`config.mk`:
```
export PLATFORM = sky130hd
export DESIGN_NAME = multi_reader_broadcast_fifo_top_flat
export DESIGN_NICKNAME = d
export VERILOG_FILES = /design/src/design/mrbf_pkg.sv /design/src/design/mrbf_ifs.sv /design/src/design/mrbf_ram.sv /design/src/design/mrbf_ctrl.sv /design/src/design/multi_reader_broadcast_fifo_top.sv /design/src/flat_wrapper.sv
export SDC_FILE = /design/constraint.sdc
export NUM_CORES = 1
export LEC_CHECK = 0
export ABC_AREA = 1
export BUFFER_PORTS_ARGS = -buffer_cell sky130_fd_sc_hd__clkbuf_2
export CAP_MARGIN = 20
export CORE_MARGIN = 1
export CORE_UTILIZATION = 45
export DETAILED_ROUTE_END_ITERATION = 12
export SETUP_SLACK_MARGIN = 0.4
export SYNTH_ARGS = -nofsm -noshare
export SYNTH_HDL_FRONTEND = slang
export SYNTH_HIERARCHICAL = 1
export SYNTH_SLANG_ARGS = --single-unit
```
`constraint.sdc`:
```
create_clock -name i_clk -period 16.29 [get_ports i_clk]
set_input_delay 0.8145 -clock i_clk [delete_from_list [all_inputs] [get_ports i_clk]]
set_output_delay 0.8145 -clock i_clk [all_outputs]
set_load 0.1 [all_outputs]
```
`src/design/mrbf_pkg.sv`:
```
// Package for the multi-reader broadcast FIFO: types, codes and default sizes.
`timescale 1ns / 1ps
`default_nettype none
package mrbf_pkg;

    localparam int DEPTH_DEF    = 16;
    localparam int READERS_DEF  = 2;
    localparam int MSG_BITS_DEF = 64;
    localparam int MSG_W        = 64;

    typedef enum logic {
        OP_INSERT = 1'b0,
        OP_READ   = 1'b1
    } t_opcode;

    typedef enum logic [1:0] {
        ST_OK      = 2'd0,
        ST_NO_DATA = 2'd1,
        ST_FULL    = 2'd2
    } t_status;

    typedef struct packed {
        t_status status;
        logic    read_ok;
    } t_ctrl_res;

endpackage
`default_nettype wire

```
`src/design/mrbf_ifs.sv`:
```
// Valid/ready channel interfaces for requests and results of the broadcast FIFO.
`timescale 1ns / 1ps
`default_nettype none
interface mrbf_req_if;
    logic                          valid;
    logic                          ready;
    mrbf_pkg::t_opcode             opcode;
    logic                          reader_id;
    logic [mrbf_pkg::MSG_W-1:0]    message_in;

    modport source (output valid, output opcode, output reader_id, output message_in,
                    input ready);
    modport sink   (input valid, input opcode, input reader_id, input message_in,
                    output ready);
endinterface

interface mrbf_res_if;
    logic                          valid;
    logic                          ready;
    mrbf_pkg::t_status             status;
    logic [mrbf_pkg::MSG_W-1:0]    message_out;

    modport source (output valid, output status, output message_out, input ready);
    modport sink   (input valid, input status, input message_out, output ready);
endinterface
`default_nettype wire

```
`src/design/mrbf_ram.sv`:
```
// Generic single-port-write, single-port-read RAM with registered read data.
`timescale 1ns / 1ps
`default_nettype none
module mrbf_ram #(
    parameter int W = 64,
    parameter int D = 16
) (
    input  wire logic                 i_clk,
    input  wire logic                 i_wr_en,
    input  wire logic [$clog2(D)-1:0] i_wr_addr,
    input  wire logic [W-1:0]         i_wr_data,
    input  wire logic                 i_rd_en,
    input  wire logic [$clog2(D)-1:0] i_rd_addr,
    output logic      [W-1:0]         o_rd_data
);

    logic [W-1:0] r_mem [D];

    always_ff @(posedge i_clk) begin
        if (i_wr_en) begin
            r_mem[i_wr_addr] <= i_wr_data;
        end
        if (i_rd_en) begin
            o_rd_data <= r_mem[i_rd_addr];
        end
    end

endmodule
`default_nettype wire

```
`src/design/mrbf_ctrl.sv`:
```
// Pointer state and per-transaction decisions: tail, oldest and reader pointers.
`timescale 1ns / 1ps
`default_nettype none
module mrbf_ctrl #(
    parameter int DEPTH    = mrbf_pkg::DEPTH_DEF,
    parameter int READERS  = mrbf_pkg::READERS_DEF,
    parameter int MSG_BITS = mrbf_pkg::MSG_BITS_DEF
) (
    input  wire logic                       i_clk,
    input  wire logic                       i_rst_n,
    input  wire logic                       i_accept,
    input  wire mrbf_pkg::t_opcode          i_opcode,
    input  wire logic                       i_reader_id,
    input  wire logic [mrbf_pkg::MSG_W-1:0] i_message_in,
    output mrbf_pkg::t_ctrl_res             o_res,
    output logic                            o_wr_en,
    output logic [$clog2(DEPTH)-1:0]        o_wr_addr,
    output logic [MSG_BITS-1:0]             o_wr_data,
    output logic                            o_rd_en,
    output logic [$clog2(DEPTH)-1:0]        o_rd_addr
);

    localparam int PW = $clog2(2 * DEPTH);
    localparam int AW = $clog2(DEPTH);
    localparam logic [PW-1:0] LAST_POS = PW'(2 * DEPTH - 1);

    logic [PW-1:0] r_wp, n_wp;
    logic [PW-1:0] r_op, n_op;
    logic [PW-1:0] r_rp [READERS];
    logic [PW-1:0] n_rp [READERS];

    logic [PW:0]   held;
    logic          full;
    logic          rid_ok;
    logic [PW-1:0] sel_rp;
    logic          read_ok;
    logic          all_read;

    function automatic logic [PW-1:0] next_pos(input logic [PW-1:0] p);
        return (p == LAST_POS) ? '0 : p + PW'(1);
    endfunction

    function automatic logic [AW-1:0] slot_of(input logic [PW-1:0] p);
        logic [PW-1:0] s;
        s = (p >= PW'(DEPTH)) ? p - PW'(DEPTH) : p;
        return s[AW-1:0];
    endfunction

    always_comb begin
        held = ({1'b0, r_wp} >= {1'b0, r_op})
             ? {1'b0, r_wp} - {1'b0, r_op}
             : {1'b0, r_wp} + (PW+1)'(2 * DEPTH) - {1'b0, r_op};
        full   = held >= (PW+1)'(DEPTH);
        rid_ok = int'(i_reader_id) < READERS;

        sel_rp = '0;
        for (int r = 0; r < READERS; r++) begin
            if (int'(i_reader_id) == r) begin
                sel_rp = r_rp[r];
            end
        end

        read_ok = (i_opcode == mrbf_pkg::OP_READ) && rid_ok && (sel_rp != r_wp);

        n_wp = r_wp;
        n_op = r_op;
        for (int r = 0; r < READERS; r++) begin
            n_rp[r] = r_rp[r];
        end

        if (i_accept && i_opcode == mrbf_pkg::OP_INSERT && !full) begin
            n_wp = next_pos(r_wp);
        end

        all_read = 1'b1;
        for (int r = 0; r < READERS; r++) begin
            if (i_accept && read_ok && int'(i_reader_id) == r) begin
                n_rp[r] = next_pos(r_rp[r]);
            end
            if (n_rp[r] == r_op) begin
                all_read = 1'b0;
            end
        end
        if (i_accept && read_ok && all_read && held != '0) begin
            n_op = next_pos(r_op);
        end

        if (i_opcode == mrbf_pkg::OP_INSERT) begin
            o_res.status = full ? mrbf_pkg::ST_FULL : mrbf_pkg::ST_OK;
        end else begin
            o_res.status = read_ok ? mrbf_pkg::ST_OK : mrbf_pkg::ST_NO_DATA;
        end
        o_res.read_ok = read_ok;

        o_wr_en   = i_accept && i_opcode == mrbf_pkg::OP_INSERT && !full;
        o_wr_addr = slot_of(r_wp);
        o_wr_data = i_message_in[MSG_BITS-1:0];
        o_rd_en   = i_accept && read_ok;
        o_rd_addr = slot_of(sel_rp);
    end

    always_ff @(posedge i_clk) begin
        if (!i_rst_n) begin
            r_wp <= '0;
            r_op <= '0;
            for (int r = 0; r < READERS; r++) begin
                r_rp[r] <= '0;
            end
        end else begin
            r_wp <= n_wp;
            r_op <= n_op;
            for (int r = 0; r < READERS; r++) begin
                r_rp[r] <= n_rp[r];
            end
        end
    end

endmodule
`default_nettype wire

```
`src/design/multi_reader_broadcast_fifo_top.sv`:
```
// Top level of the multi-reader broadcast FIFO.
//
// A ring of DEPTH message words in a synchronous RAM, shared by READERS readers, each with
// its own read pointer; an entry is freed once every reader has read it. One transaction
// (insert or read) is accepted per cycle while results are taken. The pointer decision and
// the RAM access come first, filling the stage-1 result register and the registered RAM read;
// the result then moves into an output register. Throughput is one transaction per cycle
// while results are taken; no clearing pass is needed after reset.
`timescale 1ns / 1ps
`default_nettype none
module multi_reader_broadcast_fifo_top #(
    parameter int DEPTH    = mrbf_pkg::DEPTH_DEF,
    parameter int READERS  = mrbf_pkg::READERS_DEF,
    parameter int MSG_BITS = mrbf_pkg::MSG_BITS_DEF
) (
    input  wire logic    i_clk,
    input  wire logic    i_rst_n,
    mrbf_req_if.sink     i_req,
    mrbf_res_if.source   o_res
);

    localparam int AW = $clog2(DEPTH);

    mrbf_pkg::t_ctrl_res        ctrl_res;
    logic                       accept;
    logic                       s1_move;
    logic                       wr_en;
    logic [AW-1:0]              wr_addr;
    logic [MSG_BITS-1:0]        wr_data;
    logic                       rd_en;
    logic [AW-1:0]              rd_addr;
    logic [MSG_BITS-1:0]        rd_data;

    logic                       r_s1_vld;
    mrbf_pkg::t_ctrl_res        r_s1_res;
    logic                       r_out_vld;
    mrbf_pkg::t_status          r_out_status;
    logic [mrbf_pkg::MSG_W-1:0] r_out_msg;

    assign s1_move     = r_s1_vld && (!r_out_vld || o_res.ready);
    assign i_req.ready = !r_s1_vld || s1_move;
    assign accept      = i_req.valid && i_req.ready;

    mrbf_ctrl #(
        .DEPTH    (DEPTH),
        .READERS  (READERS),
        .MSG_BITS (MSG_BITS)
    ) u_ctrl (
        .i_clk        (i_clk),
        .i_rst_n      (i_rst_n),
        .i_accept     (accept),
        .i_opcode     (i_req.opcode),
        .i_reader_id  (i_req.reader_id),
        .i_message_in (i_req.message_in),
        .o_res        (ctrl_res),
        .o_wr_en      (wr_en),
        .o_wr_addr    (wr_addr),
        .o_wr_data    (wr_data),
        .o_rd_en      (rd_en),
        .o_rd_addr    (rd_addr)
    );

    mrbf_ram #(
        .W (MSG_BITS),
        .D (DEPTH)
    ) u_ram (
        .i_clk     (i_clk),
        .i_wr_en   (wr_en),
        .i_wr_addr (wr_addr),
        .i_wr_data (wr_data),
        .i_rd_en   (rd_en),
        .i_rd_addr (rd_addr),
        .o_rd_data (rd_data)
    );

    always_ff @(posedge i_clk) begin
        if (!i_rst_n) begin
            r_s1_vld  <= 1'b0;
            r_out_vld <= 1'b0;
        end else begin
            if (accept) begin
                r_s1_vld <= 1'b1;
            end else if (s1_move) begin
                r_s1_vld <= 1'b0;
            end
            if (s1_move) begin
                r_out_vld <= 1'b1;
            end else if (o_res.ready) begin
                r_out_vld <= 1'b0;
            end
        end
    end

    always_ff @(posedge i_clk) begin
        if (accept) begin
            r_s1_res <= ctrl_res;
        end
        if (s1_move) begin
            r_out_status <= r_s1_res.status;
            r_out_msg    <= r_s1_res.read_ok ? mrbf_pkg::MSG_W'(rd_data) : '0;
        end
    end

    assign o_res.valid       = r_out_vld;
    assign o_res.status      = r_out_status;
    assign o_res.message_out = r_out_msg;

endmodule
`default_nettype wire

```
`src/flat_wrapper.sv`:
```
// flat-port wrapper written by rule: the top's interface ports become plain ports
module multi_reader_broadcast_fifo_top_flat 
#(
    parameter int DEPTH    = mrbf_pkg::DEPTH_DEF,
    parameter int READERS  = mrbf_pkg::READERS_DEF,
    parameter int MSG_BITS = mrbf_pkg::MSG_BITS_DEF
)
  (i_clk, i_rst_n, i_req_valid, i_req_opcode, i_req_reader_id, i_req_message_in, i_req_ready, o_res_valid, o_res_status, o_res_message_out, o_res_ready);
  mrbf_req_if i_req_i ();
  mrbf_res_if o_res_i ();
  input  wire logic i_clk;
  input  wire logic i_rst_n;
  input wire logic [$bits(i_req_i.valid)-1:0] i_req_valid;
  input wire logic [$bits(i_req_i.opcode)-1:0] i_req_opcode;
  input wire logic [$bits(i_req_i.reader_id)-1:0] i_req_reader_id;
  input wire logic [$bits(i_req_i.message_in)-1:0] i_req_message_in;
  output wire logic [$bits(i_req_i.ready)-1:0] i_req_ready;
  output wire logic [$bits(o_res_i.valid)-1:0] o_res_valid;
  output wire logic [$bits(o_res_i.status)-1:0] o_res_status;
  output wire logic [$bits(o_res_i.message_out)-1:0] o_res_message_out;
  input wire logic [$bits(o_res_i.ready)-1:0] o_res_ready;
  assign i_req_i.valid = i_req_valid;
  assign i_req_i.opcode = i_req_opcode;
  assign i_req_i.reader_id = i_req_reader_id;
  assign i_req_i.message_in = i_req_message_in;
  assign i_req_ready = i_req_i.ready;
  assign o_res_valid = o_res_i.valid;
  assign o_res_status = o_res_i.status;
  assign o_res_message_out = o_res_i.message_out;
  assign o_res_i.ready = o_res_ready;
  multi_reader_broadcast_fifo_top #(.DEPTH(DEPTH), .READERS(READERS), .MSG_BITS(MSG_BITS)) u_core (.i_clk(i_clk), .i_rst_n(i_rst_n), .i_req(i_req_i), .o_res(o_res_i));
endmodule
```
==> impl_metrics.env, run 1 <==
export IMPL_via_per_inst=4.97
export IMPL_cp_end_kind="register"
export IMPL_layout_min_cycle_time_ns=4.91
export IMPL_synth_cells=4786
export IMPL_cts_setup_buffers=0
export IMPL_fin_setup_tns_ns=0
export IMPL_synth_nets=4870
export IMPL_wire_per_inst_um=19.0
export IMPL_start_util_pct=45.4
export IMPL_gp_congestion=0.769
export IMPL_crit_arrival_ns=5.23
export IMPL_clockBufferDepth=3
export IMPL_die_h_um=339
export IMPL_grt_busiest_layer="met2"
export IMPL_initialDrtViolationCount=2715
export IMPL_power_per_cell_area_nw_per_um2=120
export IMPL_vias=31800
export IMPL_drc=0
export IMPL_relSlewSlack_pct=25.2
export IMPL_cts_max_level=3
export IMPL_die_x_um=339
export IMPL_syn_area_per_cell_um2=10.6
export IMPL_reg2reg_from="u_core/u_ctrl/r_wp[0]"
export IMPL_final_antenna_net_count=0
export IMPL_die_area_um2=115000
export IMPL_start_kind="register"
export IMPL_met3_usage_pct=2.92
export IMPL_nets=4881
export IMPL_drt_first_pass_iters=6
export IMPL_grt_use_met2_pct=36.1
export IMPL_worstHoldStart="i_req_valid"
export IMPL_rows=123
export IMPL_critical_path_class="register to register"
export IMPL_finalHoldViolCount=0
export IMPL_synth_ff_type="edfxtp_1"
export IMPL_crit_fanout=42
export IMPL_drive_gt1_share_pct=8.05
export IMPL_grt_max_degree=248
export IMPL_final_max_slew_viol_count=0
export IMPL_insertion_delay_ns=0.71
export IMPL_syn_to_final_growth_pct=9.54
export IMPL_required_ns=16.60
export IMPL_cts_buffers=118
export IMPL_rsz0062_at_grt="false"
export IMPL_synth_edf_count=1157
export IMPL_max_cap_viol_count=0
export IMPL_ys_seq_area_share_pct=69.0
export IMPL_hp_class="input port to register"
export IMPL_ctsResizeCount=0
export IMPL_dp_cells=6176
export IMPL_critPathLaunch="u_core/u_ctrl/r_wp[0]"
export IMPL_fin_cells=6397
export IMPL_ctsRootBufferMaster="clkbuf_16"
export IMPL_clk_pin_slew_ns=0.06
export IMPL_core_um2=112000
export IMPL_cts_tree="yes"
export IMPL_worst_pin_slew_ns=1.12
export IMPL_synthesis_area_um2=51000
export IMPL_leakage_uw=0.0236
export IMPL_synth_seq_cells=1179
export IMPL_drt_wl_total_um=122000
export IMPL_max_freq_mhz=204
export IMPL_fillers=9955
export IMPL_ys_warn_count=6
export IMPL_postPlaceCellArea_um2=52100
export IMPL_grt_pass1_wl_um=184000
export IMPL_finalSetupViolCount=0
export IMPL_io_pins=138
export IMPL_hpwl_um=58700
export IMPL_grt_usage_pct=21.1
export IMPL_grt_overflow_total=0
export IMPL_clock_sinks=1179
export IMPL_outcome="finished, final reports clean"
export IMPL_clock_skew_ns=0.0227
export IMPL_stdcell_area_um2=55800
export IMPL_grt_antenna_before_repair=9
export IMPL_grt_util_met1_pct=28.0
export IMPL_synthDistinctLibCells=37
export IMPL_peakVddDrop_mv=0.0833
export IMPL_first_global_vias=30700
export IMPL_final_core_util_pct=49.7
export IMPL_ctsHoldBuffers=0
export IMPL_numPortBuffers=137
export IMPL_synthArstFlopShare_pct=0
export IMPL_fin_crit_sh_pct=30.2
## power breakdown
part           leakage (uW)  internal [uW]  switching (uW)
clock               0.00181           1480            1130
sequential           0.0106           3420            23.8
combinational        0.0111            150             480
## registers in the layout, summed over array words and instances, names as in the netlist
signal and cells:
u_core/u_ram/r_mem 1024, u_core/o_res.message_out 64, u_core/u_ram/o_rd_data 64, u_core/u_ctrl/r_rp 10
u_core/u_ctrl/r_op 5, u_core/u_ctrl/r_wp 5, u_core/r_s1_res 3, u_core/o_res.status 2
u_core/o_res.valid 1, u_core/r_s1_vld 1
## cells in the final DEF, fill, tap and decap left out, types with 3 or more instances in the layout
master | netlist | layout
a21oi_1 | 10 | 9
buf_12 | 0 | 3
buf_4 | 86 | 42
bufinv_16 | 0 | 8
clkbuf_1 | 22 | 29
clkbuf_16 | 0 | 121
clkbuf_2 | 0 | 137
clkinv_1 | 2 | 23
clkinv_2 | 0 | 29
clkinvlp_4 | 0 | 4
dfxtp_1 | 22 | 22
edfxtp_1 | 1157 | 1157
ha_1 | 13 | 13
inv_1 | 882 | 881
inv_6 | 1 | 6
nand2_1 | 1499 | 1496
nand2_4 | 2 | 5
nand3_1 | 799 | 799
nand3b_1 | 3 | 3
nand4_1 | 16 | 16
nor2_1 | 47 | 31
nor2_2 | 4 | 4
nor2_4 | 1 | 17
nor3_1 | 6 | 6
o21ai_0 | 7 | 7
xor2_1 | 3 | 3
## Yosys cell counts, types with 2 or more instances
library cell  number  share of area, %
nand2_1         1499                11
edfxtp_1        1157                68
inv_1            882               6.5
nand3_1          799               7.8
buf_2            117               1.1
buf_4             86               1.3
buf_6             55               1.2
nor2_1            47              0.35
clkbuf_1          22              0.16
dfxtp_1           22              0.86
nand4_1           16              0.20
ha_1              13              0.32
buf_1             11             0.081
a21oi_1           10             0.098
o21ai_0            7             0.069
nor3_1             6             0.059
nor2_2             4             0.049
inv_2              3             0.022
nand2_2            3             0.037
nand3b_1           3             0.044
xor2_1             3             0.052
clkinv_1           2             0.015
nand2_4            2             0.044
nand3_2            2             0.039
nand4_4            2             0.083
or2_2              2             0.025
## per-layer routing
layer,vias to the layer above,share of wire (%)
li1,15400,-
met2,900,49
met5,-,0.058
met1,15300,43
met3,183,5.8
met4,14,2.4
## stage by stage
step | setup WS (ns) | total power (uW) | hold slack, ns
finish | 11.38 | 6680 | 0.348
global route | 11.05 | 6920 | 0.329
CTS | 11.38 | 6740 | 0.307
detailed placement | 11.38 | 4140 | 0.406
global placement | 11.43 | 4130 | 0.403
floorplan | 10.20 | 3990 | 0.400
## critical path, stage by stage (launching register included)
cell	delay [ns]
dfxtp_1	0.46
inv_1	0.13
ha_1	0.24
fa_1	0.40
nor2_1	0.11
o21ai_0	0.09
inv_1	0.08
o21ai_0	0.09
nand3b_1	0.10
nand2_1	0.07
inv_1	0.08
nand3_1	0.24
inv_1	0.30
nand3b_1	0.36
nor2_4	0.89
buf_4	0.85
## cell type report
type,count,area (um2),share of cell area (%)
clock inverter,69,551,0.986
inverter,888,3370,6.03
timing repair buffer,183,1090,1.95
tap,1500,1880,3.36
antenna,1,2.50,0.00448
clock buffer,150,3140,5.62
sequential,1179,35200,63.0
multi-input combinational,2427,10600,19.0
## worst paths after layout
kind | end | slack (ns) | cells past startpoint
setup / recovery | u_core/u_ram/r_mem[6][37] | 11.38 | 15
hold / removal | u_core/r_s1_vld | 0.35 | 3
setup reg to reg | u_core/u_ram/r_mem[6][37] | 11.38 | 15
hold reg to reg | u_core/o_res.status[1] | 0.42 | 0
## cells by family (layout without fill, tap and decap cells)
family | Yosys count | in the layout | synth area share (%)
AND/OR/NAND/NOR | 2388 | 2388 | 19.9
buffers and inverters | 1180 | 1290 | 10.5
flip-flops | 1179 | 1179 | 69.0
AO/OA/AOI/OAI | 22 | 22 | 0.236
adder cells (fa/ha/maj) | 14 | 14 | 0.358
XOR/XNOR | 3 | 3 | 0.0516
other | 0 | 1 | 0
Note: power is estimated with default switching activity, not from simulation.
==> run 2: changes to the inputs <==
==> constraint.sdc (replaced) <==
create_clock -name i_clk -period 4.2 [get_ports i_clk]
set_input_delay 0.21 -clock i_clk [delete_from_list [all_inputs] [get_ports i_clk]]
set_output_delay 0.21 -clock i_clk [all_outputs]
set_load 0.1 [all_outputs]
==> impl_metrics.env, run 2 (synthesis results as in run 1) <==
export IMPL_rr_endpoint="u_core/u_ram/r_mem[7][28]"
export IMPL_clock_skew_ns=0.0320
export IMPL_final_common_cell="nand2_1"
export IMPL_numPortBuffers=137
export IMPL_crit_fanout=64
export IMPL_fillers=9920
export IMPL_clock_sinks=1179
export IMPL_ctsRootBufferMaster="clkbuf_16"
export IMPL_worst_pin_slew_ns=1.12
export IMPL_fin_setup_tns_ns=0
export IMPL_drt_first_pass_iters=5
export IMPL_antenna_cells=0
export IMPL_finalSetupViolCount=0
export IMPL_peakVddDrop_mv=0.396
export IMPL_final_cell_mix="1496 x nand2_1, 1157 x edfxtp_1, 881 x inv_1"
export IMPL_start_kind="register"
export IMPL_final_core_util_pct=51.2
export IMPL_initialDrtViolationCount=2896
export IMPL_timing_hold_ws_ns=0.00316
export IMPL_grt_usage_pct=22.6
export IMPL_cts_tree="yes"
export IMPL_final_antenna_net_count=0
export IMPL_cp_end_kind="register"
export IMPL_hp_class="input port to register"
export IMPL_gp_congestion=0.831
export IMPL_grt_overflow_total=0
export IMPL_first_global_vias=32100
export IMPL_start_util_pct=45.4
export IMPL_nets=4986
export IMPL_rrSetupSlack_ns=0.59
export IMPL_reg2regPathDepth=15
export IMPL_finalHoldViolCount=0
export IMPL_die_x_um=339
export IMPL_insertion_delay_ns=0.76
export IMPL_dp_worst_setup_slack_ns=0.647
export IMPL_stdcell_area_um2=57600
export IMPL_relSlewSlack_pct=25.4
export IMPL_outcome="finished, final reports clean"
export IMPL_drt_wl_total_um=129000
export IMPL_critical_path_class="register to register"
export IMPL_wire_per_inst_um=19.9
export IMPL_rsz0062_at_grt="true"
export IMPL_drc=0
export IMPL_grt_max_degree=156
export IMPL_grt_pass1_wl_um=196000
export IMPL_hold_depth=1
export IMPL_leakage_uw=0.0243
export IMPL_hpwl_um=72200
export IMPL_grt_antenna_before_repair=6
export IMPL_via_per_inst=5.04
export IMPL_setup_slack_ns=0.592
export IMPL_crit_arrival_ns=3.99
export IMPL_layout_min_cycle_time_ns=3.61
export IMPL_fin_crit_sh_pct=85.9
export IMPL_cts_buffers=131
export IMPL_die_h_um=339
export IMPL_syn_to_final_growth_pct=13.0
export IMPL_clk_pin_slew_ns=0.06
export IMPL_drive_gt1_share_pct=9.03
export IMPL_max_cap_viol_count=0
export IMPL_worstHoldStart="i_req_message_in[13]"
export IMPL_clockBufferDepth=3
export IMPL_required_ns=4.58
export IMPL_largest_reg_flops=1024
export IMPL_postPlaceCellArea_um2=52900
export IMPL_vias=32800
export IMPL_top_register="u_core/u_ram/r_mem"
export IMPL_critPathLaunch="u_core/u_ctrl/r_wp[0]"
export IMPL_multi_input_area_um2=10600
export IMPL_die_area_um2=115000
export IMPL_endpoint="u_core/u_ram/r_mem[7][28]"
export IMPL_core_um2=112000
export IMPL_io_pins=138
export IMPL_cts_max_level=4
export IMPL_power_per_cell_area_nw_per_um2=470
export IMPL_reg2reg_from="u_core/u_ctrl/r_wp[0]"
export IMPL_max_freq_mhz=277
export IMPL_rows=123
export IMPL_final_max_slew_viol_count=0
export IMPL_regArea_um2=35200
run 2: through the flow:
stage,power [uW],cells
final,27100,6503
after global routing,28000,6503
after CTS,27300,6503
after detailed placement,16300,6219
after global placement,16300,6219
after floorplan,15500,4786
run 2: report_power, final:
part           switching, uW  internal (uW)  total [uW]  leakage [uW]
Clock                   4740           6280       11000       0.00199
Combinational           2030            678        2700        0.0117
Sequential              82.5          13300       13300        0.0106
Total                   6850          20200       27100        0.0243
run 2: metal layers:
metal	wire length, um	global-route usage, %	vias to the layer above
li1	-	-	15600
met1	55200	30.2	15900
met2	62400	37.3	1065
met3	7830	3.39	222
met4	3920	8.23	4
met5	27	0	-
run 2: worst max-delay path: stages, from the launching register on:
cell and delay [ns]:
dfxtp_1 0.45, inv_1 0.12, ha_1 0.24, fa_1 0.41, nor2_1 0.13, o21ai_0 0.09
inv_1 0.08, o21ai_0 0.08, nand3b_1 0.09, nand2_1 0.08, inv_1 0.08, nand3_1 0.09
inv_1 0.21, nand3b_1 0.36, nor2_4 0.23, clkbuf_16 0.45
run 2: worst min path at each step:
stage                            endpoint  slack [ns]
2_1_floorplan          u_core/o_res.valid        0.33
3_3_place_gp       u_core/o_res.status[1]        0.41
3_5_place_dp       u_core/o_res.status[1]        0.41
4_1_cts        u_core/u_ram/r_mem[12][13]       0.001
5_1_grt         u_core/u_ram/r_mem[6][17]       0.007
6_report       u_core/u_ram/r_mem[12][13]       0.003
run 2: repair_timing:
action,CTS,global route
setup endpoints to repair,0,69
setup buffers,0,0
hold buffers,50,0
resized for setup,0,3
hold endpoints to repair,617,0
run 2: cell type report:
type | count | share of cell area [%]
sequential | 1179 | 61.1
multi-input combinational | 2427 | 18.5
clock buffer | 155 | 5.85
inverter | 888 | 5.85
timing repair buffer | 275 | 4.16
tap | 1500 | 3.26
clock inverter | 79 | 1.31
